File: src/rtl/core/u8dec_pkg.sv
// Types, constants and the per-byte decode step for the UTF-8 byte stream decoder.
// Self-contained; used by utf8_byte_stream_decoder_top.
package u8dec_pkg;

  localparam int unsigned BYTE_W  = 8;
  localparam int unsigned CP_W    = 23;
  localparam int unsigned PEND_W  = 2;

  localparam logic [BYTE_W-1:0] LEAD3_PREFIX = 8'hF0;
  localparam logic [BYTE_W-1:0] LEAD2_PREFIX = 8'hE0;
  localparam logic [BYTE_W-1:0] LEAD1_PREFIX = 8'hC0;
  localparam logic [BYTE_W-1:0] CONT_MARK    = 8'h80;
  localparam logic [CP_W-1:0]   REPLACEMENT  = 23'h00FFFD;

  localparam logic [PEND_W-1:0] PEND_IDLE = 2'd0;
  localparam logic [PEND_W-1:0] PEND_ONE  = 2'd1;
  localparam logic [PEND_W-1:0] PEND_TWO  = 2'd2;
  localparam logic [PEND_W-1:0] PEND_THREE = 2'd3;

  typedef struct packed {
    logic              emit;
    logic              malformed;
    logic [CP_W-1:0]   code_point;
    logic [PEND_W-1:0] pending;
    logic [CP_W-1:0]   partial;
  } step_t;

  // One byte through the decoder: next state plus an optional result.
  function automatic step_t decode_step(input logic [BYTE_W-1:0] b,
                                        input logic [PEND_W-1:0] pend,
                                        input logic [CP_W-1:0]   part);
    step_t             r;
    logic [BYTE_W-1:0] lp;
    logic [PEND_W-1:0] np;
    logic [CP_W-1:0]   pay;
    logic [CP_W-1:0]   sum;
    r   = '0;
    lp  = '0;
    np  = PEND_IDLE;
    pay = '0;
    sum = '0;
    if (pend == PEND_IDLE) begin
      if ((b & LEAD3_PREFIX) == LEAD3_PREFIX) begin
        lp        = b ^ LEAD3_PREFIX;
        r.pending = PEND_THREE;
        r.partial = {1'b0, lp[3:0], 18'b0};
      end else if ((b & LEAD2_PREFIX) == LEAD2_PREFIX) begin
        lp        = b ^ LEAD2_PREFIX;
        r.pending = PEND_TWO;
        r.partial = {6'b0, lp[4:0], 12'b0};
      end else if ((b & LEAD1_PREFIX) == LEAD1_PREFIX) begin
        lp        = b ^ LEAD1_PREFIX;
        r.pending = PEND_ONE;
        r.partial = {11'b0, lp[5:0], 6'b0};
      end else begin
        // single byte, terminator included
        r.emit       = 1'b1;
        r.code_point = {{(CP_W-BYTE_W){1'b0}}, b};
      end
    end else if ((b & CONT_MARK) == '0) begin
      // missing continuation: drop the byte, flag, return to idle
      r.emit       = 1'b1;
      r.malformed  = 1'b1;
      r.code_point = REPLACEMENT;
    end else begin
      lp = b ^ CONT_MARK;
      np = pend - PEND_ONE;
      case (np)
        PEND_IDLE: pay = {16'b0, lp[6:0]};
        PEND_ONE:  pay = {10'b0, lp[6:0], 6'b0};
        default:   pay = {4'b0, lp[6:0], 12'b0};
      endcase
      sum = part + pay;
      if (np == PEND_IDLE) begin
        r.emit       = 1'b1;
        r.code_point = sum;
      end else begin
        r.pending = np;
        r.partial = sum;
      end
    end
    return r;
  endfunction

endpackage

File: src/rtl/core/utf8_byte_stream_decoder_top.sv
// UTF-8 byte stream decoder: one byte in per item, zero or one code point out.
// Depends on u8dec_pkg for constants and the decode step.
//
// Usage:
//   Input channel (in_valid/in_ready, byte_in) carries one raw byte per item.
//   Output channel (out_valid/out_ready, code_point, malformed) carries one
//   decoded code point per item. A lead byte of a multi-byte sequence and
//   each inner continuation byte give no output item.
//   A zero byte while idle gives code point 0 as end-of-string marker.
//   A continuation slot without bit 7 gives FFFD with malformed set; that
//   byte is dropped and decoding restarts at the next byte.
// Timing:
//   An accepted byte lands in the input register; the decode step runs
//   combinationally on it, and its result lands in the output register
//   once the output register is free or its result is being taken.
//   One byte per cycle is accepted for as long as results are taken; the
//   combinational decode path from input register to output register sets it.
// Reset and stall:
//   rst (synchronous) empties both registers and returns decoding to idle.
//   While out_ready is low the result holds; the input register fills and
//   in_ready drops only when both registers are occupied.
module utf8_byte_stream_decoder_top
  import u8dec_pkg::*;
(
  input  logic              clk,
  input  logic              rst,
  input  logic              in_valid,
  output logic              in_ready,
  input  logic [BYTE_W-1:0] byte_in,
  output logic              out_valid,
  input  logic              out_ready,
  output logic [CP_W-1:0]   code_point,
  output logic              malformed
);

  logic              in_full;
  logic [BYTE_W-1:0] in_byte;
  logic [PEND_W-1:0] bytes_pending;
  logic [CP_W-1:0]   partial_value;
  logic              advance;
  step_t             step;

  // Drain the input register whenever the output slot is free or leaving.
  assign advance  = in_full && (!out_valid || out_ready);
  assign in_ready = !in_full || advance;
  assign step     = decode_step(in_byte, bytes_pending, partial_value);

  always_ff @(posedge clk) begin
    if (rst) begin
      in_full <= 1'b0;
    end else if (in_ready) begin
      in_full <= in_valid;
    end
    if (in_valid && in_ready) begin
      in_byte <= byte_in;
    end
  end

  always_ff @(posedge clk) begin
    if (rst) begin
      bytes_pending <= PEND_IDLE;
      partial_value <= '0;
    end else if (advance) begin
      bytes_pending <= step.pending;
      partial_value <= step.partial;
    end
  end

  always_ff @(posedge clk) begin
    if (rst) begin
      out_valid <= 1'b0;
    end else if (advance) begin
      out_valid <= step.emit;
    end else if (out_ready) begin
      out_valid <= 1'b0;
    end
    if (advance && step.emit) begin
      code_point <= step.code_point;
      malformed  <= step.malformed;
    end
  end

  a_idle_clear: assert property (@(posedge clk) disable iff (rst)
    bytes_pending == PEND_IDLE |-> partial_value == '0)
    else $error("partial value left over while idle");

  a_bad_is_repl: assert property (@(posedge clk) disable iff (rst)
    out_valid && malformed |-> code_point == REPLACEMENT)
    else $error("malformed result without replacement code point");

  a_ready_when_empty: assert property (@(posedge clk) disable iff (rst)
    !out_valid |-> in_ready)
    else $error("input stalled with empty output register");

endmodule

File: config.mk
export PLATFORM = sky130hd
export DESIGN_NAME = utf8_byte_stream_decoder_top
export DESIGN_NICKNAME = d
export VERILOG_FILES = /design/src/rtl/core/u8dec_pkg.sv /design/src/rtl/core/utf8_byte_stream_decoder_top.sv
export SDC_FILE = /design/constraint.sdc
export NUM_CORES = 1
export LEC_CHECK = 0
export CAP_MARGIN = 20
export CORE_UTILIZATION = 60
export CTS_CLUSTER_SIZE = 28
export DETAILED_ROUTE_END_ITERATION = 16
export DONT_BUFFER_PORTS = 1
export PLACE_DENSITY = 0.87
export REMOVE_ABC_BUFFERS = 1
export SLEW_MARGIN = 15
export SYNTH_ARGS = -nofsm -noshare
export SYNTH_HDL_FRONTEND = slang
export SYNTH_SLANG_ARGS = --single-unit
File: constraint.sdc
create_clock -name clk -period 4.1 [get_ports clk]
set_clock_uncertainty 0.15 [all_clocks]
set_input_delay 1.23 -clock clk [delete_from_list [all_inputs] [get_ports clk]]
set_output_delay 1.23 -clock clk [all_outputs]
set_load 0.01 [all_outputs]
==> metrics.cfg, run 1 <==
[status]
status=finished clean

[grt]
grt_usage=0.306
grt_pass1_wl_um=14900
grt_remaining_overflow=0
grt_pass1_vias=3087
antenna_found_initial=0
grt_start_max_net_pins=30

[yosys]
synthTopCellsByCount=nor2_1 (41), a21oi_1 (38), edfxtp_1 (32), nand2_1 (28), dfxtp_1 (27)
synthCells=416
syn_area_per_cell_um2=8.96
yosysMostFrequentCell=nor2_1
yosys.area.top_type=edfxtp_1
ys.flop_type=edfxtp_1
synth_area_um2=3730
ys_top_cells_by_area=edfxtp_1 (26%), dfxtp_1 (15%), ha_1 (7.7%)
synth-edff-count=32
synth_top_area_share=0.258
synth_cell_types=63
synthArstFlopShare=0
ys_seq_area_frac=0.403
ys_warn_count=0
ys_ff_latch=59

[clock_tree]
cts_hold_buf=0
post_cts_buffers=0
cts_tree=built
cts_resized=0
clockRootBuffer=clkbuf_8
clkTransAtPathRegs_ns=0.07
htree_num_levels=3
numCtsBuffers=9
cts_buffer_depth=2
cts.sinks=59
worst_skew_pair.late_latency_ns=0.35

[timing]
hold_viol_final=0
worst_pin_slew_ns=0.837
clock.fmax_mhz=271
rsz0062_at_grt=no
postLayoutSetupSlackWorst_ns=0.409
finalSetupViolCount=0
period_share=0.900
maxSlewHeadroom=0.440
finalSetupTns_ns=0
whs_ns=0.314
period_needed_ns=3.69
slew_viol_final=0

[hold_path]
hp-start=partial_value[17]$_SDFFE_PP0P_
holdPathStages=2
hold_end=partial_value[17]$_SDFFE_PP0P_
min_path_type=register to register

[place]
portBuffers=0
pre_cts_slack_ns=0.475
place_area_um2=3740
hpwlAfterDp_um=6370
place_congestion=0.937

[floorplan]
start_util=0.626
core-area_um2=5960
die_w_um=80.8
die_h_um=80.8
rows=28
dieArea_um2=6530
io_pins=38

[drt]
num_vias=3260
drt_pass1_iterations=5
wl_per_cell_um=18.9
drtIter0Drc=256
avgViaCountPerCell=6.64
routed_wl_um=9260
post-route-drc-count=0
drt.antenna.violating_nets=0

[cells_and_area]
num_antenna_cells=0
final_layout_size_suffix_gt1_frac=0.0817
multiInputGateArea_um2=2050
fin_area_um2=3960
syn_to_final_growth_pct=6.18
seqCellArea_um2=1500
post-route-util=0.664
fillers=495
nets=447

[power]
vdd_ir_drop_max_uv=252
power_density_nw_per_um2=361
leakage_uw=0.00163

[setup_path]
ff2ff_setup_slack_ns=0.41
path_max_fanout=16
arrival_ns=3.64
critPathKind=register to register
worstPathRequired_ns=4.05
rr_worst_depth=13
end_kind=register
cp-start-kind=register
reg2reg_from=bytes_pending[0]$_SDFFE_PP0P_
worst_r2r_endpoint=code_point[20]$_SDFFCE_PP0P_

[flow_run]
drv_cap=0

==> kinds of logic (layout without fill, tap and decap cells) <==
| logic type | after synthesis | count (layout) | synth area share |
|---|---|---|---|
| buffers and inverters | 38 | 38 | 0.0477 |
| and+or+nand+nor | 142 | 142 | 0.189 |
| adders and majority gates | 24 | 24 | 0.0826 |
| muxes | 1 | 1 | 0.00269 |
| xor gates and xnor gates | 15 | 15 | 0.0353 |
| DFF | 59 | 59 | 0.403 |
| AOI/OAI and AO/OA | 137 | 137 | 0.240 |
==> worst max-delay path: stages, from the launching register on <==
cell      delay, ns
dfxtp_1        0.40
inv_1          0.09
ha_1           0.49
and3_1         0.23
ha_1           0.20
fa_1           0.43
a211o_1        0.31
a211oi_2       0.31
o21ai_2        0.13
a21oi_2        0.21
o21ba_2        0.18
o22ai_1        0.11
xnor2_1        0.15
nor2_1         0.06
==> per-stage QoR <==
stage                     total power (uW)  std cells
after floorplan                        804        396
after global placement                 844        475
after detailed placement               850        475
after CTS                             1420        491
after global routing                  1470        491
final                                 1430        491
==> final cells by class <==
| cell class | count | area share |
|---|---|---|
| multi-input combinational | 319 | 0.517 |
| inverter | 18 | 0.0171 |
| clock buffer | 9 | 0.0313 |
| clock inverter | 7 | 0.0234 |
| tap | 75 | 0.0237 |
| sequential | 59 | 0.380 |
| timing repair buffer | 4 | 0.00759 |
==> worst max path at each step <==
stage	startpoint	to	cells after the start	slack [ns]
finish	bytes_pending[0]$_SDFFE_PP0P_	code_point[20]$_SDFFCE_PP0P_	13	0.41
global route	bytes_pending[0]$_SDFFE_PP0P_	code_point[20]$_SDFFCE_PP0P_	13	0.16
CTS	bytes_pending[0]$_SDFFE_PP0P_	code_point[20]$_SDFFCE_PP0P_	13	0.45
detailed placement	bytes_pending[0]$_SDFFE_PP0P_	code_point[20]$_SDFFCE_PP0P_	13	0.47
global placement	bytes_pending[0]$_SDFFE_PP0P_	code_point[20]$_SDFFCE_PP0P_	13	0.56
floorplan	bytes_pending[0]$_SDFFE_PP0P_	code_point[20]$_SDFFCE_PP0P_	13	0.79
==> power by group <==
part	switching (uW)	internal, uW
clock network	241	340
logic	106	59.8
registers	27.4	652
==> layout by cell type, fill, tap and decap left out, types with 3 or more instances in the layout <==
master | netlist | final
nor2_1 | 41 | 41
a21oi_1 | 38 | 38
edfxtp_1 | 32 | 32
nand2_1 | 28 | 28
dfxtp_1 | 27 | 27
o21ai_0 | 24 | 24
ha_1 | 23 | 23
inv_1 | 18 | 18
nand3_1 | 15 | 15
and2_1 | 10 | 10
a22oi_1 | 9 | 9
o21a_1 | 9 | 9
xor2_1 | 9 | 9
clkbuf_8 | 0 | 9
nor2b_1 | 8 | 8
and3_1 | 8 | 8
o21ai_1 | 8 | 8
nand2b_1 | 7 | 7
a21o_1 | 7 | 7
nand4_1 | 6 | 6
xnor2_1 | 6 | 6
nor3_1 | 5 | 5
a211oi_1 | 5 | 5
a31oi_1 | 5 | 5
buf_4 | 3 | 4
o22ai_1 | 3 | 3
a211o_1 | 3 | 3
or3_1 | 3 | 3
clkinv_2 | 0 | 3
==> state kept, by name, summed over array words and instances (netlist names) <==
register	cells
malformed	1
code_point	23
partial_value	23
bytes_pending	2
in_byte	8
in_full	1
out_valid	1
==> per-layer routing <==
layer,track usage,vias to the layer above,wire length (um)
met4,0.152,0,319
met2,0.493,193,4250
met5,0,-,0
met1,0.381,1520,3960
met3,0.0764,32,740
li1,-,1515,-
Note: power is estimated with default switching activity, not from simulation.
==> run 2: changes to the inputs <==
--- a/config.mk
+++ b/config.mk
@@ -6,6 +6,7 @@
 export NUM_CORES = 1
 export LEC_CHECK = 0
 export CAP_MARGIN = 20
+export CORE_ASPECT_RATIO = 1.25
 export CORE_UTILIZATION = 60
 export CTS_CLUSTER_SIZE = 28
 export DETAILED_ROUTE_END_ITERATION = 16
==> metrics.cfg, run 2 (synthesized netlist as in run 1, its figures left out) <==
[floorplan]
io_pins=38  ; unchanged
dieArea_um2=6530  ; about the same
rows=31  ; +11%
start_util=0.632  ; +0.00637
core-area_um2=5900  ; -1.0%
die_w_um=72.5  ; -10%
die_h_um=90.1  ; +12%

[cells_and_area]
num_antenna_cells=0  ; unchanged
nets=446  ; -0.22%
mostFrequentLayoutCells=nor2_1 (41), a21oi_1 (38), edfxtp_1 (32)
syn_to_final_growth_pct=6.21  ; about the same
fillers=481  ; -2.8%
final_layout_size_suffix_gt1_frac=0.0771  ; -0.00462
layout_commonest_cell=nor2_1
layout.cells.non_filler=497  ; +1.2%
post-route-util=0.671  ; +0.00698
reg_top3=code_point (23), partial_value (23), in_byte (8)

[timing]
worst_pin_slew_ns=0.838  ; +0.000530 ns
period_needed_ns=3.74  ; +0.0469 ns
whs_ns=0.323  ; +0.00909 ns
clock.fmax_mhz=268  ; -1.3%
finalSetupViolCount=0  ; unchanged
slew_viol_final=0  ; unchanged
rsz0062_at_grt=no
maxSlewHeadroom=0.440  ; about the same
finalSetupTns_ns=0  ; unchanged
hold_viol_final=0  ; unchanged
period_share=0.912  ; +0.0114

[grt]
grt_usage=0.305  ; -0.00162
grt_remaining_overflow=0  ; unchanged
antenna_found_initial=0  ; unchanged
grt_pass1_vias=3152  ; +2.1%
grt_pass1_wl_um=15100  ; +1.4%
grt_start_max_net_pins=27  ; -10%

[clock_tree]
clockRootBuffer=clkbuf_8
cts_hold_buf=0  ; unchanged
htree_num_levels=3  ; unchanged
cts_resized=0  ; unchanged
cts_tree=built
cts_buffer_depth=2  ; unchanged
post_cts_buffers=0  ; unchanged
numCtsBuffers=9  ; unchanged
clkTransAtPathRegs_ns=0.07  ; about the same
cts.sinks=59  ; unchanged
worst_skew_pair.late_latency_ns=0.36  ; about the same

[place]
place_congestion=0.940  ; +0.32%
post-place-cells=481  ; +1.3%
portBuffers=0  ; unchanged
hpwlAfterDp_um=6450  ; +1.3%

[setup_path]
crit_buf_inv=1  ; unchanged
cpMaxStageDelayCell=ha_1
cp-start-kind=register
rr_worst_depth=13  ; unchanged
worstPathRequired_ns=4.18  ; +0.13 ns
crit_family=compound AO/OA/AOI/OAI gates
path_max_fanout=16  ; unchanged
end_kind=register
arrival_ns=3.82  ; +0.18 ns
critPathMaxStageDelay_ns=0.48  ; about the same
cp_num_cells=13  ; unchanged
cp_common_cell=ha_1
worstPathCellList=inv_1 > ha_1 > and3_1 > ha_1 > fa_1 > a211o_1 > a211oi_2 > o21ai_2 > a21oi_2 > xor2_1 > nor2_1 > a311oi_1 > nor3_1
critPathKind=register to register

[drt]
drtIter0Drc=347  ; +36%
wl_per_cell_um=18.7  ; -1.0%
avgViaCountPerCell=6.50  ; -2.1%
drt.antenna.violating_nets=0  ; unchanged
drt_pass1_iterations=5  ; unchanged
num_vias=3230  ; -0.92%
post-route-drc-count=0  ; unchanged
routed_wl_um=9280  ; +0.19%

[power]
power_density_nw_per_um2=352  ; -2.5%
vdd_ir_drop_max_uv=320  ; +27%
leakage_uw=0.00162  ; -0.47%

[flow_run]
drv_cap=0  ; unchanged

[status]
status=finished clean

[hold_path]
holdPathStages=2  ; unchanged
min_path_type=register to register

-- run 2: stage by stage --
stage | total power [uW] | setup slack [ns] | area (um^2)
after floorplan | 804 | 0.790 | 3620
after global placement | 846 | 0.532 | 3750
after detailed placement | 852 | 0.436 | 3750
after CTS | 1390 | 0.411 | 3960
after global routing | 1440 | 0.203 | 3960
final | 1390 | 0.362 | 3960
-- run 2: worst reg2reg max path, cell delays in order, from the launching register on --
cell	delay [ns]
dfxtp_1	0.42
inv_1	0.09
ha_1	0.48
and3_1	0.23
ha_1	0.21
fa_1	0.43
a211o_1	0.31
a211oi_2	0.31
o21ai_2	0.14
a21oi_2	0.22
xor2_1	0.23
nor2_1	0.07
a311oi_1	0.25
nor3_1	0.08
-- run 2: per-layer routing --
metal	up-vias	share of wire	routed length (um)	GRT usage
li1	1511	-	-	-
met1	1496	0.39	3580	0.366
met2	176	0.47	4330	0.462
met3	47	0.084	778	0.0605
met4	0	0.064	592	0.252
met5	-	0	0	0
-- run 2: final cells by class --
cell class	instances	area (um^2)	share of cell area
Clock buffer	12	155	0.0392
Clock inverter	4	48.8	0.0123
Inverter	18	67.6	0.0171
Multi-Input combinational cell	319	2050	0.517
Sequential cell	59	1500	0.379
Tap cell	82	103	0.0259
Timing Repair Buffer	3	35.0	0.00885
-- run 2: where the power goes --
group / internal (uW) / leakage, uW / switching (uW) / total (uW)
Combinational: 60.8 / 0.00100 / 106 / 167
Sequential: 652 / 0.000517 / 27.3 / 679
Clock: 313 / 0.000106 / 233 / 545
-- run 2: final timing paths --
path	start	end	slack, ns
hold reg to reg	partial_value[17]$_SDFFE_PP0P_	partial_value[17]$_SDFFE_PP0P_	0.32
setup reg to reg	bytes_pending[0]$_SDFFE_PP0P_	partial_value[14]$_SDFFE_PP0P_	0.36
setup / recovery	bytes_pending[0]$_SDFFE_PP0P_	partial_value[14]$_SDFFE_PP0P_	0.36
hold / removal	partial_value[17]$_SDFFE_PP0P_	partial_value[17]$_SDFFE_PP0P_	0.32
==> run 3: changes to the inputs <==
--- a/config.mk
+++ b/config.mk
@@ -11,7 +11,7 @@
 export CTS_CLUSTER_SIZE = 28
 export DETAILED_ROUTE_END_ITERATION = 16
 export DONT_BUFFER_PORTS = 1
-export PLACE_DENSITY = 0.87
+export PLACE_DENSITY = 0.74
 export REMOVE_ABC_BUFFERS = 1
 export SLEW_MARGIN = 15
 export SYNTH_ARGS = -nofsm -noshare
==> metrics.cfg, run 3 (synthesized netlist as in run 1, its figures left out) <==
[status]
status=finished clean

[power]
vdd_ir_drop_max_uv=273  ; -15%
intPower_uw=1060  ; +3.2%
leakage_uw=0.00163  ; +0.64%
p_sw_uw=392  ; +7.0%
power_density_nw_per_um2=364  ; +3.6%
switching_share=0.270  ; +0.00707
seq_power_share=0.469  ; -0.019
power.share.clock=0.418  ; +0.026
combPwrFrac=0.113  ; -0.007

[drt]
wl_per_cell_um=18.7  ; +0.13%
drtIter0Drc=271  ; -22%
avgViaCountPerCell=6.48  ; -0.25%
num_vias=3235  ; +0.15%
drt.antenna.violating_nets=0  ; unchanged
routed_wl_um=9330  ; +0.53%
drt_pass1_iterations=5  ; unchanged
post-route-drc-count=0  ; unchanged

[grt]
grt_pass1_wl_um=15400  ; +1.6%
grt_usage=0.312  ; +0.00688
grt_pass1_vias=3036  ; -3.7%
antenna_found_initial=0  ; unchanged
grt_remaining_overflow=0  ; unchanged
grt_start_max_net_pins=27  ; unchanged

[setup_path]
rr_worst_depth=13  ; unchanged
worstPathCellList=inv_1 > ha_1 > and3_1 > ha_1 > fa_1 > a211o_1 > a211oi_2 > o21ai_2 > a21oi_2 > o21ba_2 > o22ai_1 > xnor2_1 > nor2_1
critPathKind=register to register
crit_family=compound AO/OA/AOI/OAI gates
cp_num_cells=13  ; unchanged
path_max_fanout=7  ; -9
cpMaxStageDelayCell=dfxtp_1
cp-start-kind=register
critPathMaxStageDelay_ns=0.42  ; -0.06 ns
worstPathRequired_ns=4.06  ; -0.12 ns
crit_buf_inv=1  ; unchanged
cp_common_cell=ha_1
arrival_ns=3.50  ; -0.32 ns
end_kind=register

[clock_tree]
worst_skew_pair.late_latency_ns=0.36  ; about the same
cts_tree=built
clkTransAtPathRegs_ns=0.08  ; about the same
post_cts_buffers=0  ; unchanged
cts_buffer_depth=2  ; unchanged
clockRootBuffer=clkbuf_8
numCtsBuffers=9  ; unchanged
htree_num_levels=3  ; unchanged
cts.sinks=59  ; unchanged
cts_hold_buf=0  ; unchanged
cts_resized=0  ; unchanged

[timing]
slew_viol_final=0  ; unchanged
maxSlewHeadroom=0.495  ; +0.0549
finalSetupViolCount=0  ; unchanged
clock.fmax_mhz=283  ; +5.8%
worst_pin_slew_ns=0.755  ; -0.0831 ns
period_needed_ns=3.53  ; -0.204 ns
finalSetupTns_ns=0  ; unchanged
rsz0062_at_grt=no
hold_viol_final=0  ; unchanged
period_share=0.862  ; -0.0496

[cells_and_area]
nets=448  ; +0.45%
syn_to_final_growth_pct=6.78
layout_commonest_cell=nor2_1
fin_area_um2=3980  ; +0.54%
fillers=492  ; +2.3%
num_antenna_cells=0  ; unchanged
layout.cells.non_filler=499  ; +0.40%
mostFrequentLayoutCells=nor2_1 (41), a21oi_1 (38), edfxtp_1 (32)
reg_top3=code_point (23), partial_value (23), in_byte (8)
final_layout_size_suffix_gt1_frac=0.0839  ; +0.00682

[place]
place_congestion=1.04  ; +11%
post-place-cells=483  ; +0.42%
place_area_um2=3760  ; about the same
hpwlAfterDp_um=6380  ; -1.1%
portBuffers=0  ; unchanged

[floorplan]
start_util=0.632  ; unchanged
rows=31  ; unchanged
dieArea_um2=6530  ; unchanged
die_h_um=90.1  ; unchanged
die_w_um=72.5  ; unchanged
io_pins=38  ; unchanged
core-area_um2=5900  ; unchanged

[flow_run]
drv_cap=0  ; unchanged

[hold_path]
holdPathStages=2  ; unchanged
min_path_type=register to register

==> run 3: changes by cell type in the layout (fill, tap and decap cells not counted) <==
| cell | previous run | this run |
|---|---|---|
| clkbuf_1 | 1 | 0 |
| inv_6 | 0 | 2 |
| buf_4 | 2 | 5 |
| clkinv_2 | 2 | 1 |
| buf_12 | 1 | 0 |
| clkinvlp_4 | 0 | 1 |
| clkbuf_8 | 11 | 9 |
| bufinv_16 | 1 | 2 |
==> run 3: worst paths after layout <==
kind / from / to / slack, ns
worst max register to register: bytes_pending[0]$_SDFFE_PP0P_ / code_point[20]$_SDFFCE_PP0P_ / 0.57
worst max-delay path: bytes_pending[0]$_SDFFE_PP0P_ / code_point[20]$_SDFFCE_PP0P_ / 0.57
worst min register to register: partial_value[17]$_SDFFE_PP0P_ / partial_value[17]$_SDFFE_PP0P_ / 0.31
worst min-delay path: partial_value[17]$_SDFFE_PP0P_ / partial_value[17]$_SDFFE_PP0P_ / 0.31
==> run 3: worst register-to-register path: cells and delay by family (launching register included) <==
kind                     cells  cell delay [ns]
XOR/XNOR                     1             0.16
AO/OA/AOI/OAI                6             1.25
flip-flops                   1             0.42
adder cells (fa/ha/maj)      3             0.99
buffers and inverters        1             0.09
AND/OR/NAND/NOR              2             0.22
==> run 3: area by class of cell <==
cell class / instances / area (um^2) / share of cell area
Inverter: 18 / 67.6 / 0.0170
Sequential cell: 59 / 1500 / 0.377
Clock buffer: 9 / 124 / 0.0311
Tap cell: 82 / 103 / 0.0258
Multi-Input combinational cell: 319 / 2050 / 0.514
Timing Repair Buffer: 5 / 37.5 / 0.00943
Clock inverter: 7 / 98.8 / 0.0248
==> run 3: power by group through the flow <==
stage          clock (uW)  sequential, uW  combinational, uW
2_1_floorplan           0             683                121
6_report              606             679                164
3_3_place_gp            0             691                156
4_1_cts               608             678                161
3_5_place_dp            0             692                158
5_1_grt               633             682                181
==> run 3: stage by stage <==
stage | setup slack, ns | hold WS, ns | util | total power [uW]
global route | 0.423 | 0.365 | 0.675 | 1500
detailed placement | 0.616 | 0.303 | 0.637 | 850
floorplan | 0.790 | 0.281 | - | 804
CTS | 0.600 | 0.313 | 0.675 | 1450
global placement | 0.674 | 0.303 | 0.637 | 847
finish | 0.565 | 0.311 | 0.675 | 1450
==> run 3: layer usage <==
metal  share of wire  global-route usage  wire, um
met1            0.42               0.385      3890
met2            0.48               0.512      4450
met5               0                   0         0
met3           0.063              0.0504       591
met4           0.042               0.167       388
